===== src/sv/lsfa_pkg.sv =====
package lsfa_pkg;

   // sizing
   localparam int NUM_SENSORS_DEF = 16;
   localparam int TABLE_MAX       = 16;   // loadable sensors (4-bit index)
   localparam int IDX_W           = 4;
   localparam int VAL_W           = 16;
   localparam int MASK_W          = 16;
   localparam int CNT_W           = 5;
   localparam int RUN_W           = 4;
   localparam int SUM_W           = 20;
   localparam int ERR_W           = 24;
   localparam int FRAC_W          = 8;
   localparam int DIV_W           = SUM_W + FRAC_W;
   localparam int DIV_CNT_W       = 5;
   localparam int REQ_DATA_W      = 56;
   localparam int RSP_DATA_W      = 56;
   localparam int CSR_ADDR_W      = 5;
   localparam int CSR_DATA_W      = 32;
   localparam int RA_WIN_W        = 4;
   localparam int STAB_WIN_W      = 5;

   localparam logic [VAL_W-1:0] THR_RESET = 16'hFFFF;
   localparam logic [RUN_W-1:0] RUN_MAX   = 4'hF;

   // config reset values
   localparam logic [RA_WIN_W-1:0]   RA_WIN_RESET   = 4'd3;
   localparam logic [STAB_WIN_W-1:0] STAB_WIN_RESET = 5'd2;

   // request kinds (tuser)
   localparam logic CMD_SAMPLE = 1'b0;
   localparam logic CMD_LOAD   = 1'b1;

   typedef enum logic [2:0] {
      CSR_RA_WINDOW   = 3'd0,
      CSR_STAB_WINDOW = 3'd1,
      CSR_ERR_THRESH  = 3'd2,
      CSR_FALLBACK_P  = 3'd3,
      CSR_FALLBACK_N  = 3'd4
   } csr_index_type;

   typedef enum logic [2:0] {
      ST_IDLE,
      ST_EXEC,
      ST_FINISH,
      ST_DIV,
      ST_EMIT
   } state_type;

   typedef struct packed {
      logic [RA_WIN_W-1:0]   ra_window;
      logic [STAB_WIN_W-1:0] stab_window;
      logic [ERR_W-1:0]      err_threshold;
      logic [ERR_W-1:0]      fallback_pos;
      logic [ERR_W-1:0]      fallback_neg;
   } cfg_type;

   typedef struct packed {
      logic             cmd;
      logic [IDX_W-1:0] sensor_index;
      logic [VAL_W-1:0] sample_value;
      logic [VAL_W-1:0] threshold_value;
      logic [VAL_W-1:0] weight_value;
   } item_type;

   typedef struct packed {
      logic accept;
      logic exec;
      logic div_start;
      logic div_step;
      logic emit;
   } dp_cmd_type;

   typedef struct packed {
      logic is_load;
      logic frame_last;
      logic count_zero;
   } dp_status_type;

   typedef struct packed {
      logic [MASK_W-1:0] active_mask;
      logic [CNT_W-1:0]  active_count;
      logic              any_line;
      logic              right_angle;
      logic              straight_line;
      logic              stabilized;
      logic [ERR_W-1:0]  line_error;
   } result_type;

endpackage


===== src/sv/lsfa_csr.sv =====
module lsfa_csr (
   input  logic                              clock,
   input  logic                              reset,
   input  logic                              csr_psel,
   input  logic                              csr_penable,
   input  logic                              csr_pwrite,
   input  logic [lsfa_pkg::CSR_ADDR_W-1:0]   csr_paddr,
   input  logic [lsfa_pkg::CSR_DATA_W-1:0]   csr_pwdata,
   output logic [lsfa_pkg::CSR_DATA_W-1:0]   csr_prdata,
   output lsfa_pkg::cfg_type                 cfg
);
   import lsfa_pkg::*;

   cfg_type       cfg_ff;
   cfg_type       cfg_in;
   csr_index_type index;
   logic          wr_en;

   assign index = csr_index_type'(csr_paddr[CSR_ADDR_W-1:2]);
   assign wr_en = csr_psel & csr_penable & csr_pwrite;

   always_comb begin
      cfg_in = cfg_ff;
      if (wr_en) begin
         case (index)
            CSR_RA_WINDOW:   cfg_in.ra_window     = csr_pwdata[RA_WIN_W-1:0];
            CSR_STAB_WINDOW: cfg_in.stab_window   = csr_pwdata[STAB_WIN_W-1:0];
            CSR_ERR_THRESH:  cfg_in.err_threshold = csr_pwdata[ERR_W-1:0];
            CSR_FALLBACK_P:  cfg_in.fallback_pos  = csr_pwdata[ERR_W-1:0];
            CSR_FALLBACK_N:  cfg_in.fallback_neg  = csr_pwdata[ERR_W-1:0];
            default:         cfg_in = cfg_ff;
         endcase
      end
   end

   always_ff @(posedge clock) begin
      if (reset) begin
         cfg_ff.ra_window     <= RA_WIN_RESET;
         cfg_ff.stab_window   <= STAB_WIN_RESET;
         cfg_ff.err_threshold <= '0;
         cfg_ff.fallback_pos  <= '0;
         cfg_ff.fallback_neg  <= '0;
      end else begin
         cfg_ff <= cfg_in;
      end
   end

   // signed registers read back sign-extended
   always_comb begin
      case (index)
         CSR_RA_WINDOW:   csr_prdata = CSR_DATA_W'(cfg_ff.ra_window);
         CSR_STAB_WINDOW: csr_prdata = CSR_DATA_W'(cfg_ff.stab_window);
         CSR_ERR_THRESH:  csr_prdata = CSR_DATA_W'($signed(cfg_ff.err_threshold));
         CSR_FALLBACK_P:  csr_prdata = CSR_DATA_W'($signed(cfg_ff.fallback_pos));
         CSR_FALLBACK_N:  csr_prdata = CSR_DATA_W'($signed(cfg_ff.fallback_neg));
         default:         csr_prdata = '0;
      endcase
   end

   assign cfg = cfg_ff;

endmodule


===== src/sv/lsfa_ctrl.sv =====
module lsfa_ctrl (
   input  logic                    clock,
   input  logic                    reset,
   input  logic                    req_tvalid,
   output logic                    req_tready,
   output logic                    rsp_tvalid,
   input  logic                    rsp_tready,
   input  lsfa_pkg::dp_status_type status,
   output lsfa_pkg::dp_cmd_type    cmd
);
   import lsfa_pkg::*;

   localparam logic [DIV_CNT_W-1:0] DIV_LAST = DIV_CNT_W'(DIV_W - 1);

   state_type             state_ff;
   state_type             state_in;
   logic [DIV_CNT_W-1:0]  div_cnt_ff;
   logic [DIV_CNT_W-1:0]  div_cnt_in;
   logic                  out_valid_ff;
   logic                  out_valid_in;
   logic                  out_free;

   assign out_free = ~out_valid_ff | rsp_tready;

   // next state
   always_comb begin
      state_in = state_ff;
      case (state_ff)
         ST_IDLE: begin
            if (req_tvalid) state_in = ST_EXEC;
         end
         ST_EXEC: begin
            if (!status.is_load && status.frame_last) state_in = ST_FINISH;
            else                                      state_in = ST_IDLE;
         end
         ST_FINISH: begin
            if (status.count_zero) state_in = ST_EMIT;
            else                   state_in = ST_DIV;
         end
         ST_DIV: begin
            if (div_cnt_ff == DIV_LAST) state_in = ST_EMIT;
         end
         ST_EMIT: begin
            if (out_free) state_in = ST_IDLE;
         end
         default: state_in = ST_IDLE;
      endcase
   end

   // outputs
   always_comb begin
      cmd           = '0;
      req_tready    = 1'b0;
      div_cnt_in    = div_cnt_ff;
      case (state_ff)
         ST_IDLE: begin
            req_tready = 1'b1;
            cmd.accept = req_tvalid;
         end
         ST_EXEC: begin
            cmd.exec = 1'b1;
         end
         ST_FINISH: begin
            cmd.div_start = ~status.count_zero;
            div_cnt_in    = '0;
         end
         ST_DIV: begin
            cmd.div_step = 1'b1;
            div_cnt_in   = div_cnt_ff + 1'b1;
         end
         ST_EMIT: begin
            cmd.emit = out_free;
         end
         default: cmd = '0;
      endcase
      out_valid_in = cmd.emit | (out_valid_ff & ~rsp_tready);
   end

   always_ff @(posedge clock) begin
      if (reset) begin
         state_ff     <= ST_IDLE;
         div_cnt_ff   <= '0;
         out_valid_ff <= 1'b0;
      end else begin
         state_ff     <= state_in;
         div_cnt_ff   <= div_cnt_in;
         out_valid_ff <= out_valid_in;
      end
   end

   assign rsp_tvalid = out_valid_ff;

endmodule


===== src/sv/lsfa_dp.sv =====
module lsfa_dp #(
   parameter int NUM_SENSORS = lsfa_pkg::NUM_SENSORS_DEF
) (
   input  logic                    clock,
   input  logic                    reset,
   input  lsfa_pkg::item_type      item,
   input  lsfa_pkg::cfg_type       cfg,
   input  lsfa_pkg::dp_cmd_type    cmd,
   output lsfa_pkg::dp_status_type status,
   output lsfa_pkg::result_type    result
);
   import lsfa_pkg::*;

   localparam int PW   = $clog2(NUM_SENSORS);
   localparam int HALF = NUM_SENSORS / 2;
   localparam int TD   = (NUM_SENSORS < TABLE_MAX) ? NUM_SENSORS : TABLE_MAX;
   localparam int TW   = $clog2(TD);
   localparam int MW   = (PW + 2 > 6) ? PW + 2 : 6;

   // calibration tables
   logic [VAL_W-1:0] thr_ff [TD];
   logic [VAL_W-1:0] wgt_ff [TD];

   item_type                item_ff;
   logic [PW-1:0]           pos_ff;
   logic [MASK_W-1:0]       mask_ff;
   logic [CNT_W-1:0]        count_ff;
   logic                    mid_seen_ff;
   logic                    outside_ff;
   logic [RUN_W-1:0]        run_ff;
   logic                    corner_ff;
   logic                    low_on_ff;
   logic                    high_on_ff;
   logic signed [SUM_W-1:0] sum_ff;
   logic signed [ERR_W-1:0] last_err_ff;
   logic [DIV_W-1:0]        dvd_ff;
   logic [CNT_W-1:0]        rem_ff;
   logic                    neg_ff;
   result_type              result_ff;

   logic                    pos_hit;
   logic                    ld_hit;
   logic [VAL_W-1:0]        cur_thr;
   logic [VAL_W-1:0]        cur_wgt;
   logic                    active;
   logic [MW-1:0]           s_win;
   logic [MW-1:0]           m_start;
   logic [MW-1:0]           m_end;
   logic [MW-1:0]           pos_m;
   logic                    in_mid;
   logic [RUN_W-1:0]        run_base;
   logic [RUN_W-1:0]        run_next;
   logic [SUM_W-1:0]        sum_abs;
   logic [CNT_W:0]          trial;
   logic                    trial_ge;
   logic [ERR_W-1:0]        quot;
   logic [ERR_W-1:0]        div_err;
   logic [ERR_W-1:0]        err_sel;

   // sample lookup; sensors past the loadable range never activate
   assign pos_hit = {1'b0, pos_ff} < (PW + 1)'(TD);
   assign ld_hit  = {1'b0, item_ff.sensor_index} < (IDX_W + 1)'(TD);
   assign cur_thr = pos_hit ? thr_ff[pos_ff[TW-1:0]] : THR_RESET;
   assign cur_wgt = pos_hit ? wgt_ff[pos_ff[TW-1:0]] : '0;
   assign active  = item_ff.sample_value > cur_thr;

   // centered middle window
   always_comb begin
      s_win   = (MW'(cfg.stab_window) > MW'(NUM_SENSORS)) ? MW'(NUM_SENSORS)
                                                          : MW'(cfg.stab_window);
      m_start = (MW'(NUM_SENSORS) - s_win) >> 1;
      m_end   = m_start + s_win;
      pos_m   = MW'(pos_ff);
      in_mid  = (pos_m >= m_start) && (pos_m < m_end);
   end

   // run counter restarts at the half boundary, saturates
   always_comb begin
      run_base = (pos_ff == PW'(HALF)) ? '0 : run_ff;
      if (!active)                 run_next = '0;
      else if (run_base != RUN_MAX) run_next = run_base + 1'b1;
      else                         run_next = run_base;
   end

   // restoring divide step, one quotient bit per cycle
   assign sum_abs  = sum_ff[SUM_W-1] ? SUM_W'(-sum_ff) : SUM_W'(sum_ff);
   assign trial    = {rem_ff, dvd_ff[DIV_W-1]};
   assign trial_ge = trial >= {1'b0, count_ff};
   assign quot     = dvd_ff[ERR_W-1:0];
   assign div_err  = neg_ff ? ERR_W'(-quot) : quot;

   // error select: average, or on a lost line a fallback (last error when it equals the threshold)
   always_comb begin
      if (count_ff != '0)
         err_sel = div_err;
      else if ($signed(last_err_ff) > $signed(cfg.err_threshold))
         err_sel = cfg.fallback_pos;
      else if ($signed(last_err_ff) < $signed(cfg.err_threshold))
         err_sel = cfg.fallback_neg;
      else
         err_sel = last_err_ff;
   end

   always_ff @(posedge clock) begin
      if (cmd.accept) item_ff <= item;
   end

   always_ff @(posedge clock) begin
      if (reset) begin
         for (int i = 0; i < TD; i++) begin
            thr_ff[i] <= THR_RESET;
            wgt_ff[i] <= '0;
         end
      end else if (cmd.exec && item_ff.cmd == CMD_LOAD && ld_hit) begin
         thr_ff[item_ff.sensor_index[TW-1:0]] <= item_ff.threshold_value;
         wgt_ff[item_ff.sensor_index[TW-1:0]] <= item_ff.weight_value;
      end
   end

   always_ff @(posedge clock) begin
      if (reset || cmd.emit) begin
         pos_ff      <= '0;
         mask_ff     <= '0;
         count_ff    <= '0;
         mid_seen_ff <= 1'b0;
         outside_ff  <= 1'b0;
         run_ff      <= '0;
         corner_ff   <= 1'b0;
         low_on_ff   <= 1'b0;
         high_on_ff  <= 1'b0;
         sum_ff      <= '0;
      end else if (cmd.exec && item_ff.cmd == CMD_SAMPLE) begin
         pos_ff <= status.frame_last ? '0 : pos_ff + 1'b1;
         run_ff <= run_next;
         if (run_next >= cfg.ra_window) corner_ff <= 1'b1;
         if (active) begin
            mask_ff  <= mask_ff | (MASK_W'(1) << pos_ff);
            count_ff <= count_ff + 1'b1;
            sum_ff   <= sum_ff + SUM_W'($signed(cur_wgt));
            if (in_mid) mid_seen_ff <= 1'b1;
            else        outside_ff  <= 1'b1;
            if (pos_ff == PW'(HALF - 1)) low_on_ff  <= 1'b1;
            if (pos_ff == PW'(HALF))     high_on_ff <= 1'b1;
         end
      end
   end

   always_ff @(posedge clock) begin
      if (cmd.div_start) begin
         dvd_ff <= {sum_abs, FRAC_W'(0)};
         rem_ff <= '0;
         neg_ff <= sum_ff[SUM_W-1];
      end else if (cmd.div_step) begin
         rem_ff <= trial_ge ? CNT_W'(trial - {1'b0, count_ff}) : trial[CNT_W-1:0];
         dvd_ff <= {dvd_ff[DIV_W-2:0], trial_ge};
      end
   end

   always_ff @(posedge clock) begin
      if (reset)          last_err_ff <= '0;
      else if (cmd.emit)  last_err_ff <= err_sel;
   end

   always_ff @(posedge clock) begin
      if (cmd.emit) begin
         result_ff.active_mask   <= mask_ff;
         result_ff.active_count  <= count_ff;
         result_ff.any_line      <= count_ff != '0;
         result_ff.right_angle   <= corner_ff;
         result_ff.straight_line <= (count_ff == CNT_W'(2)) && low_on_ff && high_on_ff;
         result_ff.stabilized    <= ~outside_ff & mid_seen_ff;
         result_ff.line_error    <= err_sel;
      end
   end

   assign status.is_load    = item_ff.cmd == CMD_LOAD;
   assign status.frame_last = pos_ff == PW'(NUM_SENSORS - 1);
   assign status.count_zero = count_ff == '0;
   assign result            = result_ff;

endmodule


===== src/sv/line_sensor_frame_analyzer_core.sv =====
// Line sensor frame analyzer: one result per frame of NUM_SENSORS samples.
// Every item (sample or load) passes an accept state, then an execute state.
// The last sample of a frame adds a finish state, the steps of the DIV_W-bit (28-bit)
// bit-serial divider when any sensor is active, and a result-load state.
// A held result stalls the frame in the result-load state.
// Synchronous active-high reset: thresholds all ones, weights and state zero.
module line_sensor_frame_analyzer_core #(
   parameter int NUM_SENSORS = lsfa_pkg::NUM_SENSORS_DEF
) (
   input  logic                                clock,
   input  logic                                reset,
   // request stream
   input  logic                                req_tvalid,
   output logic                                req_tready,
   // [3:0] sensor_index, [19:4] sample_value, [35:20] threshold_value,
   // [51:36] weight_value, [55:52] zero
   input  logic [lsfa_pkg::REQ_DATA_W-1:0]     req_tdata,
   // [0] cmd (0 sample, 1 load)
   input  logic [0:0]                          req_tuser,
   // result stream
   output logic                                rsp_tvalid,
   input  logic                                rsp_tready,
   // [15:0] active_mask, [20:16] active_count, [21] any_line,
   // [22] right_angle, [23] straight_line, [24] stabilized,
   // [48:25] line_error, [55:49] zero
   output logic [lsfa_pkg::RSP_DATA_W-1:0]     rsp_tdata,
   // register port
   input  logic                                csr_psel,
   input  logic                                csr_penable,
   input  logic                                csr_pwrite,
   input  logic [lsfa_pkg::CSR_ADDR_W-1:0]     csr_paddr,
   input  logic [lsfa_pkg::CSR_DATA_W-1:0]     csr_pwdata,
   output logic [lsfa_pkg::CSR_DATA_W-1:0]     csr_prdata,
   output logic                                csr_pready
);
   import lsfa_pkg::*;

   cfg_type       cfg;
   item_type      item;
   dp_cmd_type    cmd;
   dp_status_type status;
   result_type    result;

   // unpack request transfer
   assign item.cmd             = req_tuser[0];
   assign item.sensor_index    = req_tdata[3:0];
   assign item.sample_value    = req_tdata[19:4];
   assign item.threshold_value = req_tdata[35:20];
   assign item.weight_value    = req_tdata[51:36];

   // zero-wait register port
   assign csr_pready = 1'b1;

   lsfa_csr u_csr (
      .clock       (clock),
      .reset       (reset),
      .csr_psel    (csr_psel),
      .csr_penable (csr_penable),
      .csr_pwrite  (csr_pwrite),
      .csr_paddr   (csr_paddr),
      .csr_pwdata  (csr_pwdata),
      .csr_prdata  (csr_prdata),
      .cfg         (cfg)
   );

   // sequencer: item handshake, divider steps, result register handoff
   lsfa_ctrl u_ctrl (
      .clock      (clock),
      .reset      (reset),
      .req_tvalid (req_tvalid),
      .req_tready (req_tready),
      .rsp_tvalid (rsp_tvalid),
      .rsp_tready (rsp_tready),
      .status     (status),
      .cmd        (cmd)
   );

   // tables, frame accumulators, divider and result register
   lsfa_dp #(
      .NUM_SENSORS (NUM_SENSORS)
   ) u_dp (
      .clock  (clock),
      .reset  (reset),
      .item   (item),
      .cfg    (cfg),
      .cmd    (cmd),
      .status (status),
      .result (result)
   );

   // pack result transfer
   assign rsp_tdata = {7'd0,
                       result.line_error,
                       result.stabilized,
                       result.straight_line,
                       result.right_angle,
                       result.any_line,
                       result.active_count,
                       result.active_mask};

   // one item in flight: no accept right after an accept
   assert property (@(posedge clock) disable iff (reset)
      (req_tvalid && req_tready) |=> !req_tready)
      else $error("request accepted while previous item still executing");

   // any_line tracks the count
   assert property (@(posedge clock) disable iff (reset)
      rsp_tvalid |-> (result.any_line == (result.active_count != '0)))
      else $error("any_line disagrees with active_count");

   // straight line means exactly two active sensors
   assert property (@(posedge clock) disable iff (reset)
      (rsp_tvalid && result.straight_line) |-> (result.active_count == CNT_W'(2)))
      else $error("straight_line with active_count other than two");

   // stabilized needs at least one active sensor
   assert property (@(posedge clock) disable iff (reset)
      (rsp_tvalid && result.stabilized) |-> result.any_line)
      else $error("stabilized with no active sensor");

endmodule


===== config.mk =====
export PLATFORM = sky130hd
export DESIGN_NAME = line_sensor_frame_analyzer_core
export DESIGN_NICKNAME = d
export VERILOG_FILES = /design/src/sv/lsfa_pkg.sv /design/src/sv/lsfa_csr.sv /design/src/sv/lsfa_ctrl.sv /design/src/sv/lsfa_dp.sv /design/src/sv/line_sensor_frame_analyzer_core.sv
export SDC_FILE = /design/constraint.sdc
export NUM_CORES = 1
export LEC_CHECK = 0
export BUFFER_PORTS_ARGS = -buffer_cell sky130_fd_sc_hd__buf_2
export CAP_MARGIN = 5
export CORE_MARGIN = 1.5
export CORE_UTILIZATION = 67
export DETAILED_ROUTE_END_ITERATION = 10
export GPL_TIMING_DRIVEN = 0
export PLACE_DENSITY = 0.86
export SYNTH_ARGS = -nofsm -noshare
export SYNTH_HDL_FRONTEND = slang
export SYNTH_HIERARCHICAL = 1
export SYNTH_SLANG_ARGS = --single-unit

===== constraint.sdc =====
create_clock -name clock -period 8.9 [get_ports clock]
set_clock_uncertainty 0.1 [all_clocks]
set_input_delay 1.335 -clock clock [delete_from_list [all_inputs] [get_ports clock]]
set_output_delay 1.335 -clock clock [all_outputs]
set_load 0.03 [all_outputs]

After elaboration in Yosys (flattened, before gate mapping)
Memories as Yosys holds them, arrays and structs flattened. A register that Yosys moved wholly into a read port is not among the register bits.
Index checks and enable logic that the tools add are counted.
Word-level totals
  memories kept: 2
  input bits: 101
  output and inout bits: 91
  RAM bits: 512
  register bits: 304
  logic and storage cells: 156
Memories
  u_dp.thr_ff: depth 16, width 16, read ports 1, clocked after memory_dff 1, wr ports 16, line lsfa_dp.sv:21  | logic [VAL_W-1:0] thr_ff [TD];
  u_dp.wgt_ff: depth 16, width 16, read ports 1, clocked after memory_dff 1, wr ports 16, line lsfa_dp.sv:22  | logic [VAL_W-1:0] wgt_ff [TD];
Cells by class
  shift operators: 1
  reductions and logical operators: 28
  muxes and demuxes: 42
  bitwise operators: 13
  $lt $le $gt $ge: 8
  add/subtract/negate cells: 10
  equality and inequality tests: 17
Operator list (number)
  32-bit one-hot mux with 5 select lines: 1
  24-bit two-way mux: 4
  28-bit two-way mux: 2
  4-bit two-way mux: 10
  16-bit two-way mux: 2
  16-bit OR reduction: 2
  24-bit > comparator: 1
  24-bit less-than comparator: 1
  24-bit negation: 1
  20-bit by 16-bit adder with 20-bit output: 1
  20-bit two-way mux: 1
  20-bit negation: 1
  16-bit > comparator: 1
  16-bit OR: 1
  1-bit by 4-bit left shift with 16-bit output, first input constant: 1
  3-bit one-hot mux with 5 select lines: 1
  3-bit AND reduction: 5
  2-bit AND reduction: 7
  1-bit two-way mux: 13
  3-bit by 2-bit == test with 1-bit output, second input constant: 4
  3-bit two-way mux: 4
  5-bit by 1-bit adder with 5-bit output, second input constant: 2
  5-bit two-way mux: 2
  5-bit one-hot mux with 2 select lines: 1
  29 further kinds: 50

Depth between registers and ports, before layout
  depth after elaboration: 8
  gate-level depth with buffers: 20

Cells and area by module
Netlist, hierarchy kept.
By module, submodules not included
  lsfa_dp: instances 1, cells each 2525, seq. area each 20970.1 µm², area each 34603.2 µm²
  lsfa_csr: instances 1, cells each 385, seq. area each 1621.6 µm², area each 3896.2 µm²
  lsfa_ctrl: instances 1, cells each 60, seq. area each 180.2 µm², area each 536.8 µm²
  line_sensor_frame_analyzer_core: instances 1, cells each 10, seq. area each 0.0 µm², area each 67.6 µm²

Worst setup path after synthesis
Ideal clock, no wire load.
  kind: input to register
  start point: input rsp_tready
  end point: register u_dp.mid_seen_ff
  data arrival time: 4.615 ns
  stages on the path: 6
  buffers on the path: 2
  path slack: 4.055 ns
  path through: and2b_2 -> nor2_1 -> or2_2 -> clkbuf_1 -> clkbuf_1 -> o31ai_1
RTL lines
  start, declared: line line_sensor_frame_analyzer_core.sv:22  | input logic rsp_tready,
  end signal, assigned: line lsfa_dp.sv:125  | mid_seen_ff <= 1'b0;
  end signal, assigned: line lsfa_dp.sv:140  | if (in_mid) mid_seen_ff <= 1'b1;
  end, declared: line lsfa_dp.sv:28  | logic mid_seen_ff;

==> results.json <==
{
  "outcome": "complete, but fails checks",
  "violations": "capacitance limit, slew limit",
  "async_reset_ff_share_pct": 0,
  "firstDrtPassIters": 5,
  "finalCritPeriodShare_pct": 73.2,
  "cts_tree": "done",
  "antenna_found_initial": 5,
  "dp_hpwl_mm": 73.3,
  "busiest_layer": "met2",
  "critPathMaxStageDelay_ns": 0.83,
  "coreArea_mm2": 0.0577,
  "io_pins": 192,
  "start_util_pct": 67.8,
  "grt_max_degree": 40,
  "setup_viol": 0,
  "synth.area.mux_share_pct": 12.5,
  "powerDensity_mw_per_mm2": 185,
  "seq_area_frac_synth_pct": 58.2,
  "synth_warnings": 6,
  "worst_slew_pin_slew_ns": 1.49,
  "yosys.area.top_type": "edfxtp_1",
  "fin_util_pct": 75.6,
  "end_kind": "flop",
  "maxSlewHeadroom_pct": -0.222,
  "synth_top_area_share_pct": 48.8,
  "port_buffers": 166,
  "overflow": 0,
  "startpoint_type": "flop",
  "root_buffer": "clkbuf_16",
  "synth_fa_ha_area_share_pct": 2.98,
  "fp-row-count": 88,
  "syn_area_per_cell_um2": 13.1,
  "vias": 26743,
  "drt-initial-drc-count": 3331,
  "cap_violations": 1,
  "synthSimpleGateAreaFrac_pct": 15.3,
  "antenna_left": 0,
  "drc": 0,
  "setup.worst_path.class": "reg -> reg",
  "totalWireLength_mm": 105,
  "cp_top_family": "buffers and inverters",
  "hold_buffers": 0,
  "crit_chain": "buf_1, buf_2, buf_1, mux4_2, mux4_2, ha_1, nor2b_1, o21a_1, o211ai_1, a31o_2, a21oi_1, clkbuf_1, clkbuf_1, nand2_1, a21oi_1",
  "fp.dieH_um": 245,
  "finalCriticalPeriod_ns": 6.51,
  "finalHoldViolations": 0,
  "die_area_mm2": 0.0598,
  "clockBufferDepth": 3,
  "synthTopCellsByArea": "edfxtp_1 49%, dfxtp_1 9.5%, mux4_2 9.2%",
  "cellLeakagePower_nw": 14.9,
  "critPathMaxFanout": 10,
  "syn_inst": 2980,
  "gr-usage-met1_pct": 44.0,
  "cp.arrival_ns": 7.00,
  "grt_pass1_vias": 26733,
  "finalSetupTns_ns": 0,
  "synth_edf_count": 635,
  "max_freq_mhz": 154,
  "postCtsResizedCells": 0,
  "place.gp.congestion": 0.948,
  "grt_pass1_wl_mm": 158,
  "synth_cell_types": 78,
  "synthXorXnorAreaFrac_pct": 1.36,
  "crit_required_ns": 9.38,
  "synth_top_flop_cell": "edfxtp_1",
  "vias_per_cell": 6.57,
  "drive_gt1_share_pct": 16.0,
  "whs_ns": 0.341,
  "synth_top_family_by_area": "simple AND/OR/NAND/NOR gates",
  "synth-compound-area-share_pct": 6.04,
  "crit_buf_inv": 5,
  "syn_area_mm2": 0.0391,
  "synthTopCellsByCount": "635 x edfxtp_1, 266 x and2_1, 201 x or3_1",
  "cts_sinks": 820,
  "grt_usage_pct": 35.3,
  "path_clk_slew_ns": 0.06,
  "cts_inserted_buffers": 83,
  "max-vdd-ir-drop_v": 0.000228,
  "met2_usage_pct": 59.5,
  "rsz0062_at_grt": "false",
  "crit_slowest_cell": "buf_1",
  "nets": 3432,
  "ys_seq_elements": 820,
  "use_met3_pct": 7.80,
  "cts_setup_buffers": 0,
  "clock_latency_ns": 0.67,
  "drt-wirelength-per-cell_um": 25.8,
  "hp-class": "reg -> reg",
  "syn_to_final_growth_pct": 11.5,
  "die_w_um": 245,
  "synth.most_common_cell": "edfxtp_1",
  "htreeDepth": 3,
  "slew_viol_final": 1
}
-- routing by layer --
metal,up-vias,wire [um]
li1,11546,-
met1,13168,37300
met2,1713,52000
met3,312,10700
met4,4,4840
met5,-,30
-- worst register-to-register path: stages (launching register included) --
cell	delay, ns
dfxtp_1	0.36
buf_1	0.69
buf_2	0.44
buf_1	0.83
mux4_2	0.67
mux4_2	0.55
ha_1	0.21
nor2b_1	0.11
o21a_1	0.12
o211ai_1	0.09
a31o_2	0.29
a21oi_1	0.65
clkbuf_1	0.58
clkbuf_1	0.48
nand2_1	0.11
a21oi_1	0.15
-- through the flow --
step                total power [mW]  cells  worst slack (ns)  cell area [um2]
floorplan                       4.55   2986              4.05            39100
global placement                4.69   3917              2.65            40900
detailed placement              4.71   3919              2.62            41000
CTS                             8.06   4069              2.58            43600
global route                    8.26   4069              2.13            43600
finish                          8.06   4071              2.39            43600
-- area by class of cell --
class	count	area, um2
Buffer	240	1090
Multi-Input combinational cell	1852	15000
Sequential cell	820	22800
Inverter	74	278
Antenna cell	2	5.00
Clock inverter	43	420
Timing Repair Buffer	168	871
Clock buffer	107	2210
Tap cell	765	957
Fill cell	3477	14100
-- cells in the final DEF (no fill, tap or decap), drive strengths merged, types with 8 or more instances in the layout --
| cell type | synthesis | routed |
|---|---|---|
| or2 | 23 | 23 |
| nor2b | 16 | 16 |
| nand4 | 8 | 8 |
| nand2 | 130 | 130 |
| conb | 2 | 8 |
| nand3 | 25 | 25 |
| a21oi | 80 | 80 |
| and2 | 267 | 267 |
| mux2i | 126 | 126 |
| o31ai | 13 | 13 |
| edfxtp | 635 | 635 |
| xor2 | 12 | 12 |
| or4 | 12 | 12 |
| nand3b | 8 | 8 |
| or3 | 202 | 202 |
| a22oi | 20 | 20 |
| inv | 73 | 80 |
| nor2 | 131 | 131 |
| and3 | 12 | 12 |
| clkbuf | 187 | 294 |
| nor3 | 22 | 22 |
| a22o | 18 | 18 |
| nand2b | 183 | 183 |
| dfxtp | 185 | 185 |
| o21a | 20 | 20 |
| clkinv | 1 | 31 |
| mux4 | 160 | 160 |
| a311oi | 12 | 12 |
| a31oi | 40 | 40 |
| o2bb2ai | 23 | 23 |
| buf | 53 | 221 |
| a211oi | 12 | 12 |
| xnor2 | 46 | 46 |
| a21o | 17 | 17 |
| ha | 90 | 90 |
| o21ai | 51 | 51 |
-- logic make-up after synthesis --
group                    Yosys count
AO/OA/AOI/OAI                    347
buffers and inverters            314
adder cells (fa/ha/maj)           92
XOR/XNOR                          59
multiplexers                     289
flip-flops                       820
other                              2
AND/OR/NAND/NOR                 1057
-- registers in the layout, indices dropped and copies added (netlist names), 3 cells and up, named ones only --
| signal | count |
|---|---|
| u_ctrl/state_ff | 3 |
| u_dp/item_ff | 52 |
| u_dp/dvd_ff | 28 |
| u_dp/result | 49 |
| u_dp/count_ff | 5 |
| u_dp/wgt_ff | 256 |
| u_dp/sum_ff | 20 |
| u_dp/run_ff | 4 |
| u_dp/rem_ff | 5 |
| u_dp/thr_ff | 256 |
| u_csr/cfg | 81 |
| u_ctrl/div_cnt_ff | 5 |
| u_dp/last_err_ff | 24 |
| u_dp/pos_ff | 4 |
| u_dp/mask_ff | 16 |
-- power breakdown --
group          internal (mW)  total (mW)  switching (mW)
clock                   1.92        3.41            1.50
combinational          0.143       0.428           0.285
sequential              4.18        4.22          0.0429
total                   6.24        8.06            1.83
-- final timing paths --
path / start / depth (start not counted) / end / slack, ns
setup reg to reg: flop / 15 / u_dp/sum_ff[14] / 2.39
setup / recovery: flop / 15 / u_dp/sum_ff[14] / 2.39
hold reg to reg: u_dp/mask_ff[1] / 0 / u_dp/result[34] / 0.34
hold / removal: u_dp/mask_ff[1] / 0 / u_dp/result[34] / 0.34
No activity file was read; power rests on OpenSTA's default activity.
